### src/rtl/core/ccs_pkg.sv
// shared types, codes and calendar helpers for the clock calendar setting controller
package ccs_pkg;

  typedef enum logic [1:0] {
    REQ_NEXT = 2'd0,
    REQ_INC  = 2'd1,
    REQ_DEC  = 2'd2,
    REQ_SAVE = 2'd3
  } req_t;

  typedef enum logic [3:0] {
    MODE_RUN        = 4'd0,
    MODE_HOUR       = 4'd1,
    MODE_MINUTE     = 4'd2,
    MODE_SECOND     = 4'd3,
    MODE_YEAR       = 4'd4,
    MODE_MONTH      = 4'd5,
    MODE_DAY        = 4'd6,
    MODE_ALARM_HOUR = 4'd7,
    MODE_ALARM_MIN  = 4'd8,
    MODE_ALARM_ON   = 4'd9
  } mode_t;

  localparam logic [6:0] HOUR_TOP   = 7'd23;
  localparam logic [6:0] MINUTE_TOP = 7'd59;
  localparam logic [6:0] YEAR_TOP   = 7'd99;
  localparam logic [3:0] MONTH_TOP  = 4'd12;
  localparam logic [6:0] YEAR_2100  = 7'd100;

  // full controller state
  typedef struct packed {
    mode_t      mode;
    logic [4:0] hour;
    logic [5:0] minute;
    logic [5:0] second;
    logic [6:0] year;
    logic [3:0] month;
    logic [4:0] day;
    logic [4:0] alarm_hour;
    logic [5:0] alarm_minute;
    logic       alarm_on;
    logic       time_changed;
    logic       alarm_changed;
    logic [4:0] alarm_hour_kept;
    logic [5:0] alarm_minute_kept;
    logic       alarm_on_kept;
  } ccs_state_t;

  localparam ccs_state_t STATE_RESET = '{
    mode: MODE_RUN, hour: 5'd0, minute: 6'd0, second: 6'd0, year: 7'd0,
    month: 4'd1, day: 5'd1, alarm_hour: 5'd0, alarm_minute: 6'd0, alarm_on: 1'b0,
    time_changed: 1'b0, alarm_changed: 1'b0, alarm_hour_kept: 5'd0,
    alarm_minute_kept: 6'd0, alarm_on_kept: 1'b0
  };

  function automatic logic [6:0] wrap_up(input logic [6:0] v, input logic [6:0] top);
    return (v >= top) ? 7'd0 : v + 7'd1;
  endfunction

  function automatic logic [6:0] wrap_down(input logic [6:0] v, input logic [6:0] top);
    return (v == 7'd0) ? top : v - 7'd1;
  endfunction

  // year is offset from 2000; 2000 leaps, 2100 does not
  function automatic logic is_leap(input logic [6:0] year);
    return (year[1:0] == 2'd0) && (year != YEAR_2100);
  endfunction

  function automatic logic [4:0] days_in(input logic [6:0] year, input logic [3:0] month);
    logic [4:0] d;
    case (month)
      4'd2:                      d = is_leap(year) ? 5'd29 : 5'd28;
      4'd4, 4'd6, 4'd9, 4'd11:   d = 5'd30;
      default:                   d = 5'd31;
    endcase
    return d;
  endfunction

endpackage

### src/rtl/core/ccs_edit.sv
// next-state logic of the setting machine and its edit copies
module ccs_edit (
  input  logic [1:0]          req_type,
  input  logic [4:0]          cur_hour,
  input  logic [5:0]          cur_minute,
  input  logic [5:0]          cur_second,
  input  logic [6:0]          cur_year,
  input  logic [3:0]          cur_month,
  input  logic [4:0]          cur_day,
  input  ccs_pkg::ccs_state_t st,
  output ccs_pkg::ccs_state_t st_next,
  output logic [1:0]          commit
);
  import ccs_pkg::*;

  req_t       req;
  logic       inc;
  logic       setting;
  logic [6:0] year_adj;
  logic [3:0] month_adj;
  logic [4:0] md_cur;
  logic [4:0] md_year;
  logic [4:0] md_month;
  logic [4:0] day_adj;

  assign req     = req_t'(req_type);
  assign inc     = (req == REQ_INC);
  assign setting = (st.mode >= MODE_HOUR) && (st.mode <= MODE_ALARM_ON);

  assign year_adj  = inc ? wrap_up(st.year, YEAR_TOP) : wrap_down(st.year, YEAR_TOP);
  assign month_adj = inc ? ((st.month >= MONTH_TOP) ? 4'd1 : st.month + 4'd1)
                         : ((st.month <= 4'd1 || st.month > MONTH_TOP) ? MONTH_TOP
                                                                      : st.month - 4'd1);
  assign md_cur   = days_in(st.year, st.month);
  assign md_year  = days_in(year_adj, st.month);
  assign md_month = days_in(st.year, month_adj);
  assign day_adj  = inc ? ((st.day >= md_cur) ? 5'd1 : st.day + 5'd1)
                        : ((st.day <= 5'd1) ? md_cur : st.day - 5'd1);

  always_comb begin
    st_next = st;
    commit  = 2'b00;
    if (!setting) begin
      if (req == REQ_NEXT) begin
        st_next.hour          = cur_hour;
        st_next.minute        = cur_minute;
        st_next.second        = cur_second;
        st_next.year          = cur_year;
        st_next.month         = cur_month;
        st_next.day           = cur_day;
        st_next.alarm_hour    = st.alarm_hour_kept;
        st_next.alarm_minute  = st.alarm_minute_kept;
        st_next.alarm_on      = st.alarm_on_kept;
        st_next.time_changed  = 1'b0;
        st_next.alarm_changed = 1'b0;
        st_next.mode          = MODE_HOUR;
      end
    end else if (req == REQ_NEXT) begin
      st_next.mode = (st.mode >= MODE_ALARM_ON) ? MODE_HOUR : mode_t'(st.mode + 4'd1);
    end else if (req == REQ_SAVE) begin
      if (st.day > md_cur) begin
        st_next.day = md_cur;
      end
      if (st.time_changed) begin
        commit[0] = 1'b1;
      end
      if (st.alarm_changed) begin
        commit[1]                 = 1'b1;
        st_next.alarm_hour_kept   = st.alarm_hour;
        st_next.alarm_minute_kept = st.alarm_minute;
        st_next.alarm_on_kept     = st.alarm_on;
      end
      st_next.mode = MODE_RUN;
    end else begin
      unique case (st.mode)
        MODE_HOUR: begin
          st_next.hour = 5'(inc ? wrap_up(7'(st.hour), HOUR_TOP)
                                : wrap_down(7'(st.hour), HOUR_TOP));
          st_next.time_changed = 1'b1;
        end
        MODE_MINUTE: begin
          st_next.minute = 6'(inc ? wrap_up(7'(st.minute), MINUTE_TOP)
                                  : wrap_down(7'(st.minute), MINUTE_TOP));
          st_next.time_changed = 1'b1;
        end
        MODE_SECOND: begin
          st_next.second = 6'(inc ? wrap_up(7'(st.second), MINUTE_TOP)
                                  : wrap_down(7'(st.second), MINUTE_TOP));
          st_next.time_changed = 1'b1;
        end
        MODE_YEAR: begin
          st_next.year = year_adj;
          if (st.day > md_year) begin
            st_next.day = md_year;
          end
          st_next.time_changed = 1'b1;
        end
        MODE_MONTH: begin
          st_next.month = month_adj;
          if (st.day > md_month) begin
            st_next.day = md_month;
          end
          st_next.time_changed = 1'b1;
        end
        MODE_DAY: begin
          st_next.day          = day_adj;
          st_next.time_changed = 1'b1;
        end
        MODE_ALARM_HOUR: begin
          st_next.alarm_hour = 5'(inc ? wrap_up(7'(st.alarm_hour), HOUR_TOP)
                                      : wrap_down(7'(st.alarm_hour), HOUR_TOP));
          st_next.alarm_changed = 1'b1;
        end
        MODE_ALARM_MIN: begin
          st_next.alarm_minute = 6'(inc ? wrap_up(7'(st.alarm_minute), MINUTE_TOP)
                                        : wrap_down(7'(st.alarm_minute), MINUTE_TOP));
          st_next.alarm_changed = 1'b1;
        end
        MODE_ALARM_ON: begin
          st_next.alarm_on      = ~st.alarm_on;
          st_next.alarm_changed = 1'b1;
        end
        default: begin
          st_next = st;
        end
      endcase
    end
  end

endmodule

### src/rtl/core/ccs_weekday.sv
// weekday of a date in 2000..2127, monday is 1
module ccs_weekday (
  input  logic [6:0] year,
  input  logic [3:0] month,
  input  logic [4:0] day,
  output logic [2:0] weekday
);
  import ccs_pkg::*;

  // (2m + 3(m+1)/5) mod 7, months below march counted as 13 and 14 of the year before
  function automatic logic [2:0] month_term(input logic [3:0] mon);
    logic [2:0] t;
    case (mon)
      4'd0:  t = 3'd3;
      4'd1:  t = 3'd6;
      4'd2:  t = 3'd2;
      4'd3:  t = 3'd1;
      4'd4:  t = 3'd4;
      4'd5:  t = 3'd6;
      4'd6:  t = 3'd2;
      4'd7:  t = 3'd4;
      4'd8:  t = 3'd0;
      4'd9:  t = 3'd3;
      4'd10: t = 3'd5;
      4'd11: t = 3'd1;
      4'd12: t = 3'd3;
      4'd13: t = 3'd6;
      4'd14: t = 3'd2;
      default: t = 3'd4;
    endcase
    return t;
  endfunction

  // 8 is 1 mod 7, so fold octal digits
  function automatic logic [2:0] mod7(input logic [7:0] x);
    logic [4:0] a;
    logic [3:0] b;
    a = 5'(x[2:0]) + 5'(x[5:3]) + 5'(x[7:6]);
    b = 4'(a[2:0]) + 4'(a[4:3]);
    return (b >= 4'd7) ? 3'(b - 4'd7) : b[2:0];
  endfunction

  logic       early;
  logic [6:0] t;
  logic [7:0] year_term;
  logic [7:0] sum;

  assign early = (month < 4'd3);
  assign t     = early ? year - 7'd1 : year;

  // year 1999 contributes 5; from 2100 on the century term shifts by 6
  always_comb begin
    if (early && year == 7'd0) begin
      year_term = 8'd5;
    end else begin
      year_term = 8'(t) + 8'(t[6:2]) + ((t >= YEAR_2100) ? 8'd6 : 8'd0);
    end
  end

  assign sum     = 8'(day) + 8'(month_term(month)) + year_term;
  assign weekday = mod7(sum) + 3'd1;

endmodule

### src/rtl/core/clock_calendar_setting_controller_core.sv
// top level of the clock calendar setting controller: input register, state and result register
//
//  channel | signals                          | payload
//  --------+----------------------------------+-------------------------------------------
//  in      | in_valid / in_ready              | req_type, cur_hour .. cur_day
//  out     | out_valid / out_ready            | mode_now, commit, set_* edited fields
//
// one key event per cycle sustained while the result is not stalled; a taken transaction
// sits in the input register, and the state update loads the result register from it
// when the transaction advances
// rst clears the input and result valids and puts the setting state at normal mode
// a stalled result holds the result register and the input register; the input side
// keeps taking a transaction whenever the input register is empty or drains this cycle
module clock_calendar_setting_controller_core (
  input  logic       clk,
  input  logic       rst,
  input  logic       in_valid,
  output logic       in_ready,
  input  logic [1:0] req_type,
  input  logic [4:0] cur_hour,
  input  logic [5:0] cur_minute,
  input  logic [5:0] cur_second,
  input  logic [6:0] cur_year,
  input  logic [3:0] cur_month,
  input  logic [4:0] cur_day,
  output logic       out_valid,
  input  logic       out_ready,
  output logic [3:0] mode_now,
  output logic [1:0] commit,
  output logic [4:0] set_hour,
  output logic [5:0] set_minute,
  output logic [5:0] set_second,
  output logic [6:0] set_year,
  output logic [3:0] set_month,
  output logic [4:0] set_day,
  output logic [2:0] set_weekday,
  output logic [4:0] set_alarm_hour,
  output logic [5:0] set_alarm_minute,
  output logic       set_alarm_on
);
  import ccs_pkg::*;

  // input register
  logic       in_full;
  logic [1:0] in_req;
  logic [4:0] in_hour;
  logic [5:0] in_minute;
  logic [5:0] in_second;
  logic [6:0] in_year;
  logic [3:0] in_month;
  logic [4:0] in_day;

  // setting state
  ccs_state_t state;
  ccs_state_t state_next;
  logic [1:0] commit_next;
  logic [2:0] weekday_next;

  logic advance;

  // the queued transaction moves on when the result register is free or being emptied
  assign advance  = in_full && (!out_valid || out_ready);
  assign in_ready = !in_full || advance;

  always_ff @(posedge clk) begin
    if (rst) begin
      in_full <= 1'b0;
    end else if (in_valid && in_ready) begin
      in_full <= 1'b1;
    end else if (advance) begin
      in_full <= 1'b0;
    end
  end

  always_ff @(posedge clk) begin
    if (in_valid && in_ready) begin
      in_req    <= req_type;
      in_hour   <= cur_hour;
      in_minute <= cur_minute;
      in_second <= cur_second;
      in_year   <= cur_year;
      in_month  <= cur_month;
      in_day    <= cur_day;
    end
  end

  // mode step, field wrap, day clamp and save strobes
  ccs_edit u_edit (
    .req_type   (in_req),
    .cur_hour   (in_hour),
    .cur_minute (in_minute),
    .cur_second (in_second),
    .cur_year   (in_year),
    .cur_month  (in_month),
    .cur_day    (in_day),
    .st         (state),
    .st_next    (state_next),
    .commit     (commit_next)
  );

  // weekday follows the updated edit copies
  ccs_weekday u_weekday (
    .year    (state_next.year),
    .month   (state_next.month),
    .day     (state_next.day),
    .weekday (weekday_next)
  );

  always_ff @(posedge clk) begin
    if (rst) begin
      state <= STATE_RESET;
    end else if (advance) begin
      state <= state_next;
    end
  end

  // result register
  always_ff @(posedge clk) begin
    if (rst) begin
      out_valid <= 1'b0;
    end else if (advance) begin
      out_valid <= 1'b1;
    end else if (out_ready) begin
      out_valid <= 1'b0;
    end
  end

  always_ff @(posedge clk) begin
    if (advance) begin
      mode_now         <= state_next.mode;
      commit           <= commit_next;
      set_hour         <= state_next.hour;
      set_minute       <= state_next.minute;
      set_second       <= state_next.second;
      set_year         <= state_next.year;
      set_month        <= state_next.month;
      set_day          <= state_next.day;
      set_weekday      <= weekday_next;
      set_alarm_hour   <= state_next.alarm_hour;
      set_alarm_minute <= state_next.alarm_minute;
      set_alarm_on     <= state_next.alarm_on;
    end
  end

endmodule
### config.mk
export PLATFORM = sky130hd
export DESIGN_NAME = clock_calendar_setting_controller_core
export DESIGN_NICKNAME = d
export VERILOG_FILES = /design/src/rtl/core/ccs_pkg.sv /design/src/rtl/core/ccs_edit.sv /design/src/rtl/core/ccs_weekday.sv /design/src/rtl/core/clock_calendar_setting_controller_core.sv
export SDC_FILE = /design/constraint.sdc
export NUM_CORES = 1
export LEC_CHECK = 0
export BUFFER_PORTS_ARGS = -buffer_cell sky130_fd_sc_hd__buf_4
export CAP_MARGIN = 25
export CORE_UTILIZATION = 45
export CTS_CLUSTER_SIZE = 40
export DETAILED_ROUTE_END_ITERATION = 10
export PLACE_DENSITY_LB_ADDON = 0.2
export SLEW_MARGIN = 20
export SYNTH_ARGS = -nofsm -noshare
export SYNTH_HDL_FRONTEND = slang
export SYNTH_SLANG_ARGS = --single-unit
export TNS_END_PERCENT = 100
### constraint.sdc
create_clock -name clk -period 9 [get_ports clk]
set_clock_uncertainty 0.1 [all_clocks]
set_input_delay 0.45 -clock clk [delete_from_list [all_inputs] [get_ports clk]]
set_output_delay 0.45 -clock clk [all_outputs]
set_load 0.01 [all_outputs]
==> results.toml, run 1 <==
[setup_path]
critPathMaxFanout = 5
max_stage_delay_ps = 540
r2r_start = "state[31]$_SDFFE_PP1P_"
end_kind = "register"
cp_data_arrival_time_ps = 8640
r2r_slack_ps = 420
reg2reg_depth = 39
r2r-end = "set_weekday[2]$_DFFE_PP_"
cp_slowest_cell = "fa_1"
critPathRequiredTime_ps = 9060
path_class = "reg -> reg"
path_common_cell = "ha_1"
critical_path.top_delay_family = "adder cells"
crit_buf_inv = 4
critPathLaunchType = "register"

[cts]
numClockSinks = 154
numCtsBuffers = 17
path_clk_slew_ps = 70
root_buffer = "clkbuf_16"
clkLatencyLatePin_ps = 430
cts_tree = "yes"
clock_path_buffers = 2
h-tree-depth = 4

[global_routing]
grt_pass1_wl_um = 44260
grt_pass1_vias = 8742
antenna_found_initial = 0
grt_overflow_total = 0
grt_use_total = 0.2360
grt_max_degree = 67

[floorplan]
dieArea_mm2 = 0.02355
die_y_um = 153.4
ios = 95
initial_core_util = 0.4573
fp-row-count = 55
fp.dieW_um = 153.4
core_mm2 = 0.02257

[drt]
avgRoutedWirePerCell_um = 17.44
wl_met2_um = 13160
wl_met1_um = 12120
initialDrtViolationCount = 698
dr.pass1.iters = 5
vias = 9318
avgViaCountPerCell = 5.868
drtAntennaViolNets = 0
top_layer_used = "met4"
drcViolationCount = 0
wl_met3_um = 1508
wirelength_um = 27690

[sta]
relSlewSlack = 0.2647
tightest_slew_ps = 1093
setup_tns_ps = 0
period_minus_slack_ps = 8578
fin_crit_sh = 0.9531
fin_ws_ps = 422.0
setup_viol = 0
slew_viol_final = 0
clock.fmax_ghz = 0.1166
timing.final.hold_violations = 0

[placement]
hpwl_um = 18550
gp_congestion = 0.9022
portBuffers = 94
dp_slack_ps = -121.6
place_area_mm2 = 0.01146

[finish]
multiInputGateArea_mm2 = 0.006111
diodes = 0
fin_area_mm2 = 0.01242
syn_to_final_growth_pct = 20.31
seq_area_mm2 = 0.003975
drive_gt1_frac = 0.1988
fillers = 2042
nets = 1404

[power_and_ir_drop]
vdd_drop_max_mv = 0.6728
power.density_mw_per_mm2 = 335.8
power.leakage_uw = 0.004825

[yosys]
syn_avg_cell_area_um2 = 8.572
ys_types = 80
async_reset_ff_frac = 0
synth_ff_type = "edfxtp_1"
yosys_warnings = 0
synth_fp_nets = 1318
synth-seq-cells = 154
synthCells = 1204
synth-seq-area-share = 0.3850
syn-cell-area_mm2 = 0.01032
synth-edff-count = 89

[hold_path]
hold_path.startpoint = "cur_hour[0]"
hold_end = "in_hour[0]$_DFFE_PP_"
holdPathStages = 1
hold_path_class = "in -> reg"

[outcome]
status = "complete, no violations"

[run]
max_cap_violations = 0
==> through the flow <==
| step | cells | util | power (uW) | hold WS (ps) |
|---|---|---|---|---|
| final | 1588 | 0.5501 | 4170 | 91.88 |
| after global routing | 1588 | 0.5501 | 4557 | 68.67 |
| after CTS | 1574 | 0.5336 | 3899 | 76.05 |
| after detailed placement | 1542 | 0.5075 | 3192 | 347.8 |
| after global placement | 1541 | 0.5063 | 3067 | 343.6 |
| after floorplan | 1204 | - | 2691 | 331.3 |
==> power breakdown <==
part	switching, uW	internal, uW	total (uW)
clock	302	379	681
combinational	1280	1230	2510
sequential	34.7	940	975
total	1620	2550	4170
==> layout make-up <==
class / count / share of cell area
multi-input combinational: 909 / 0.4921
sequential: 154 / 0.3201
timing repair buffer: 152 / 0.09794
clock buffer: 23 / 0.03859
tap: 285 / 0.02872
inverter: 56 / 0.01713
clock inverter: 9 / 0.005341
==> sequential cells by signal, indices dropped and copies added (netlist names), 4 cells and up <==
register          flops
set_hour              5
set_day               5
in_minute             6
set_alarm_hour        5
set_minute            6
in_year               7
set_alarm_minute      6
in_hour               5
mode_now              4
in_month              4
in_day                5
state                63
in_second             6
set_month             4
set_second            6
set_year              7
==> synth_stat cells (all sizes together) (4+ instances only) <==
library cell  number  area (um^2)
mux2i             11        110.1
nand2            163        611.8
nor3b              8        60.06
nand4              7        43.79
or4                4        33.78
a311oi             5        43.79
inv               56        210.2
or3               12        75.07
buf               12        58.80
a22oi              7        52.55
fa                 8        160.2
nor4               7        50.05
o21ai             62        314.0
a21o              12        90.09
nand2b            12        75.07
xnor2             20        182.7
xor2              10        87.58
o22ai             13        81.33
a32oi              4        35.03
o211a              4        40.04
a21oi            118        590.6
o21bai             6        45.04
o221ai             5        43.79
a31o               4        35.04
o2111ai            6        52.55
nor2b             19        118.9
a21boi             4        30.03
clkbuf            73        274.0
a221oi             9        78.83
a31oi             15        93.84
dfxtp             65         1301
nand3             30        150.1
and3              15        93.84
nor2              93        351.6
a211oi            29        217.7
o211ai            22        170.2
o31ai             10        75.07
ha                67        838.3
or2               13        81.33
and2              10        62.56
nor3              17        85.08
edfxtp            89         2673
==> routing by layer <==
| metal | track usage | up-vias |
|---|---|---|
| met2 | 0.3877 | 340 |
| met3 | 0.04026 | 64 |
| met1 | 0.3025 | 4342 |
| met4 | 0.1114 | 0 |
| li1 | - | 4572 |
| met5 | 0 | - |
==> layout by cell type, fill, tap and decap left out, drive strengths merged, types with 22 or more instances in the layout <==
master / netlist / layout
edfxtp: 89 / 89
a21oi: 118 / 118
clkbuf: 73 / 23
nand2: 163 / 163
o211ai: 22 / 22
a211oi: 29 / 29
nor2: 93 / 93
buf: 12 / 152
o21ai: 62 / 62
nand3: 30 / 30
ha: 67 / 67
dfxtp: 65 / 65
inv: 56 / 59
==> repair_timing <==
action                     4_1_cts  5_1_grt
setup buffers                    0       13
hold buffers                     0        0
setup endpoints to repair        2        3
resized for setup                8       51
pin swaps                        1       22
hold endpoints to repair         0        0
==> how the worst max path moves through the flow <==
stage / start / endpoint / slack (ps) / cells after the start
5_1_grt: state[31]$_SDFFE_PP1P_ / set_weekday[2]$_DFFE_PP_ / -100 / 40
6_report: state[31]$_SDFFE_PP1P_ / set_weekday[2]$_DFFE_PP_ / 420 / 39
3_3_place_gp: in_req[1]$_DFFE_PP_ / set_weekday[2]$_DFFE_PP_ / 160 / 37
3_5_place_dp: state[59]$_SDFFE_PP0P_ / set_weekday[2]$_DFFE_PP_ / -120 / 38
2_1_floorplan: state[59]$_SDFFE_PP0P_ / set_weekday[2]$_DFFE_PP_ / 9 / 41
4_1_cts: state[59]$_SDFFE_PP0P_ / set_weekday[2]$_DFFE_PP_ / 2 / 38
==> cells by family after synthesis <==
logic type      Yosys count  synth area share
xor+xnor                 30           0.02619
buf+inv                 141           0.05261
flops                   154            0.3850
fa+ha+maj                75           0.09674
mux                      14           0.01394
simple gates            420            0.1919
compound gates          370            0.2336
Power figures use the tool's default switching activity.
==> run 2, diff against run 1 <==
Settings changed: CORE_UTILIZATION 45 to 24.
==> results.toml, run 2 (synthesized netlist as in run 1, its figures left out) <==
[run]
max_cap_violations = 0

[power_and_ir_drop]
p_switching_uw = 1597
power.density_mw_per_mm2 = 320.1
switching_share = 0.3890
clkPwrFrac = 0.169
internal-power_uw = 2509
pwr-share-seq = 0.237
vdd_drop_max_mv = 0.5015
comb_power_share = 0.595
power.leakage_uw = 0.004888

[floorplan]
fp-row-count = 75
die_y_um = 209.4
core_mm2 = 0.04213
initial_core_util = 0.2450
fp.dieW_um = 209.4
dieArea_mm2 = 0.04384
ios = 95

[sta]
setup_tns_ps = 0
tightest_slew_ps = 869.2
fin_crit_sh = 0.9526
clock.fmax_ghz = 0.1166
fin_ws_ps = 426.2
relSlewSlack = 0.4205
period_minus_slack_ps = 8574
timing.final.hold_violations = 0
setup_viol = 0
slew_viol_final = 0

[drt]
initialDrtViolationCount = 465
vias = 9294
avgViaCountPerCell = 5.013
drcViolationCount = 0
avgRoutedWirePerCell_um = 17.26
dr.pass1.iters = 5
drtAntennaViolNets = 0
wirelength_um = 32010

[setup_path]
max_stage_delay_ps = 470
reg2reg_depth = 39
r2r_start = "in_req[0]$_DFFE_PP_"
r2r_slack_ps = 430
critPathMaxFanout = 9
critPathRequiredTime_ps = 9110
end_kind = "register"
cp_data_arrival_time_ps = 8680
r2r-end = "set_weekday[2]$_DFFE_PP_"
path_class = "reg -> reg"
critPathLaunchType = "register"
cp_slowest_cell = "fa_2"

[cts]
clkLatencyLatePin_ps = 470
numClockSinks = 154
path_clk_slew_ps = 70
clock_path_buffers = 2
numCtsBuffers = 17
root_buffer = "clkbuf_16"
h-tree-depth = 4
cts_tree = "yes"

[hold_path]
hold_path.startpoint = "cur_minute[4]"
hold_path_class = "in -> reg"
holdPathStages = 1
hold_end = "in_minute[4]$_DFFE_PP_"

[global_routing]
antenna_found_initial = 0
grt_pass1_vias = 9027
grt_max_degree = 67
grt_overflow_total = 0
grt_pass1_wl_um = 50600
grt_use_total = 0.1478

[finish]
reg_top3 = "state: 63 flops, in_year: 7 flops, set_year: 7 flops"
drive_gt1_frac = 0.2183
final_common_cell = "buf_4"
multiInputGateArea_mm2 = 0.006163
largest_reg_flops = 63
fillers = 4436
fin_area_mm2 = 0.01283
final_cell_mix = "buf_4 (162), nand2_1 (160), a21oi_1 (111)"
nets = 1416
largest-register = "state"
seq_area_mm2 = 0.003980
fin_util = 0.3044
diodes = 0
syn_to_final_growth_pct = 24.27

[placement]
portBuffers = 94
gp_congestion = 0.8867
dp_slack_ps = -79.52
hpwl_um = 21780
place_area_mm2 = 0.01183

[outcome]
status = "complete, no violations"
## run 2: cell types whose count changed in the layout (fill, tap and decap cells not counted), moves of 3 or more
cell / change
buf_12: -3
o21ai_1: -3
clkbuf_1: -3
buf_4: +16
## run 2: repair_timing
item                                    CTS  global route
endpoints found under the setup margin    2             3
gates resized for setup                   2            71
pin swaps                                 0            20
buffers inserted                          0            13
hold buffers                              0             0
## run 2: worst max path at each step
stage	startpoint	end	slack [ps]
after floorplan	state[59]$_SDFFE_PP0P_	set_weekday[2]$_DFFE_PP_	9
after global placement	in_req[0]$_DFFE_PP_	set_weekday[2]$_DFFE_PP_	100
after detailed placement	in_req[0]$_DFFE_PP_	set_weekday[2]$_DFFE_PP_	-80
after CTS	state[59]$_SDFFE_PP0P_	set_weekday[2]$_DFFE_PP_	5
after global routing	in_req[0]$_DFFE_PP_	set_weekday[2]$_DFFE_PP_	-80
final	in_req[0]$_DFFE_PP_	set_weekday[2]$_DFFE_PP_	430
## run 2: layout make-up
type / instances / area share
multi-input cells: 909 / 0.4805
flip-flops and latches: 154 / 0.3103
repair buffers: 164 / 0.09736
well taps: 539 / 0.05258
clock buffers: 18 / 0.03346
inverters: 56 / 0.01658
clock inverters: 14 / 0.009170
## run 2: layer usage
metal	part of all wire	track usage	up-vias
met1	0.48	0.1929	4492
li1	-	-	4610
met4	0.014	0.04995	0
met3	0.032	0.02559	27
met5	0	0	-
met2	0.48	0.2457	165
## run 2: per-stage QoR
step	std cells	hold WS [ps]	total power, uW
final	1854	53.41	4105
after global routing	1854	33.58	4514
after CTS	1840	21.89	4035
after detailed placement	1808	346.8	3307
after global placement	1808	343.7	3244
after floorplan	1204	331.3	2691
## run 2: power by group through the flow
| stage | sequential (uW) | combinational (uW) | clock [uW] |
|---|---|---|---|
| detailed placement | 987 | 2320 | 0 |
| global placement | 988 | 2260 | 0 |
| floorplan | 982 | 1710 | 0 |
| finish | 972 | 2440 | 692 |
| CTS | 972 | 2340 | 723 |
| global route | 977 | 2790 | 748 |
## run 2: worst max-delay path: cells and delay by family (launching register included)
family          cells  cell delay (ps)
flops               1              390
compound gates     15             2450
fa+ha+maj          10             2780
mux                 1              350
xor+xnor            2              310
buf+inv             2              340
simple gates        9             1580
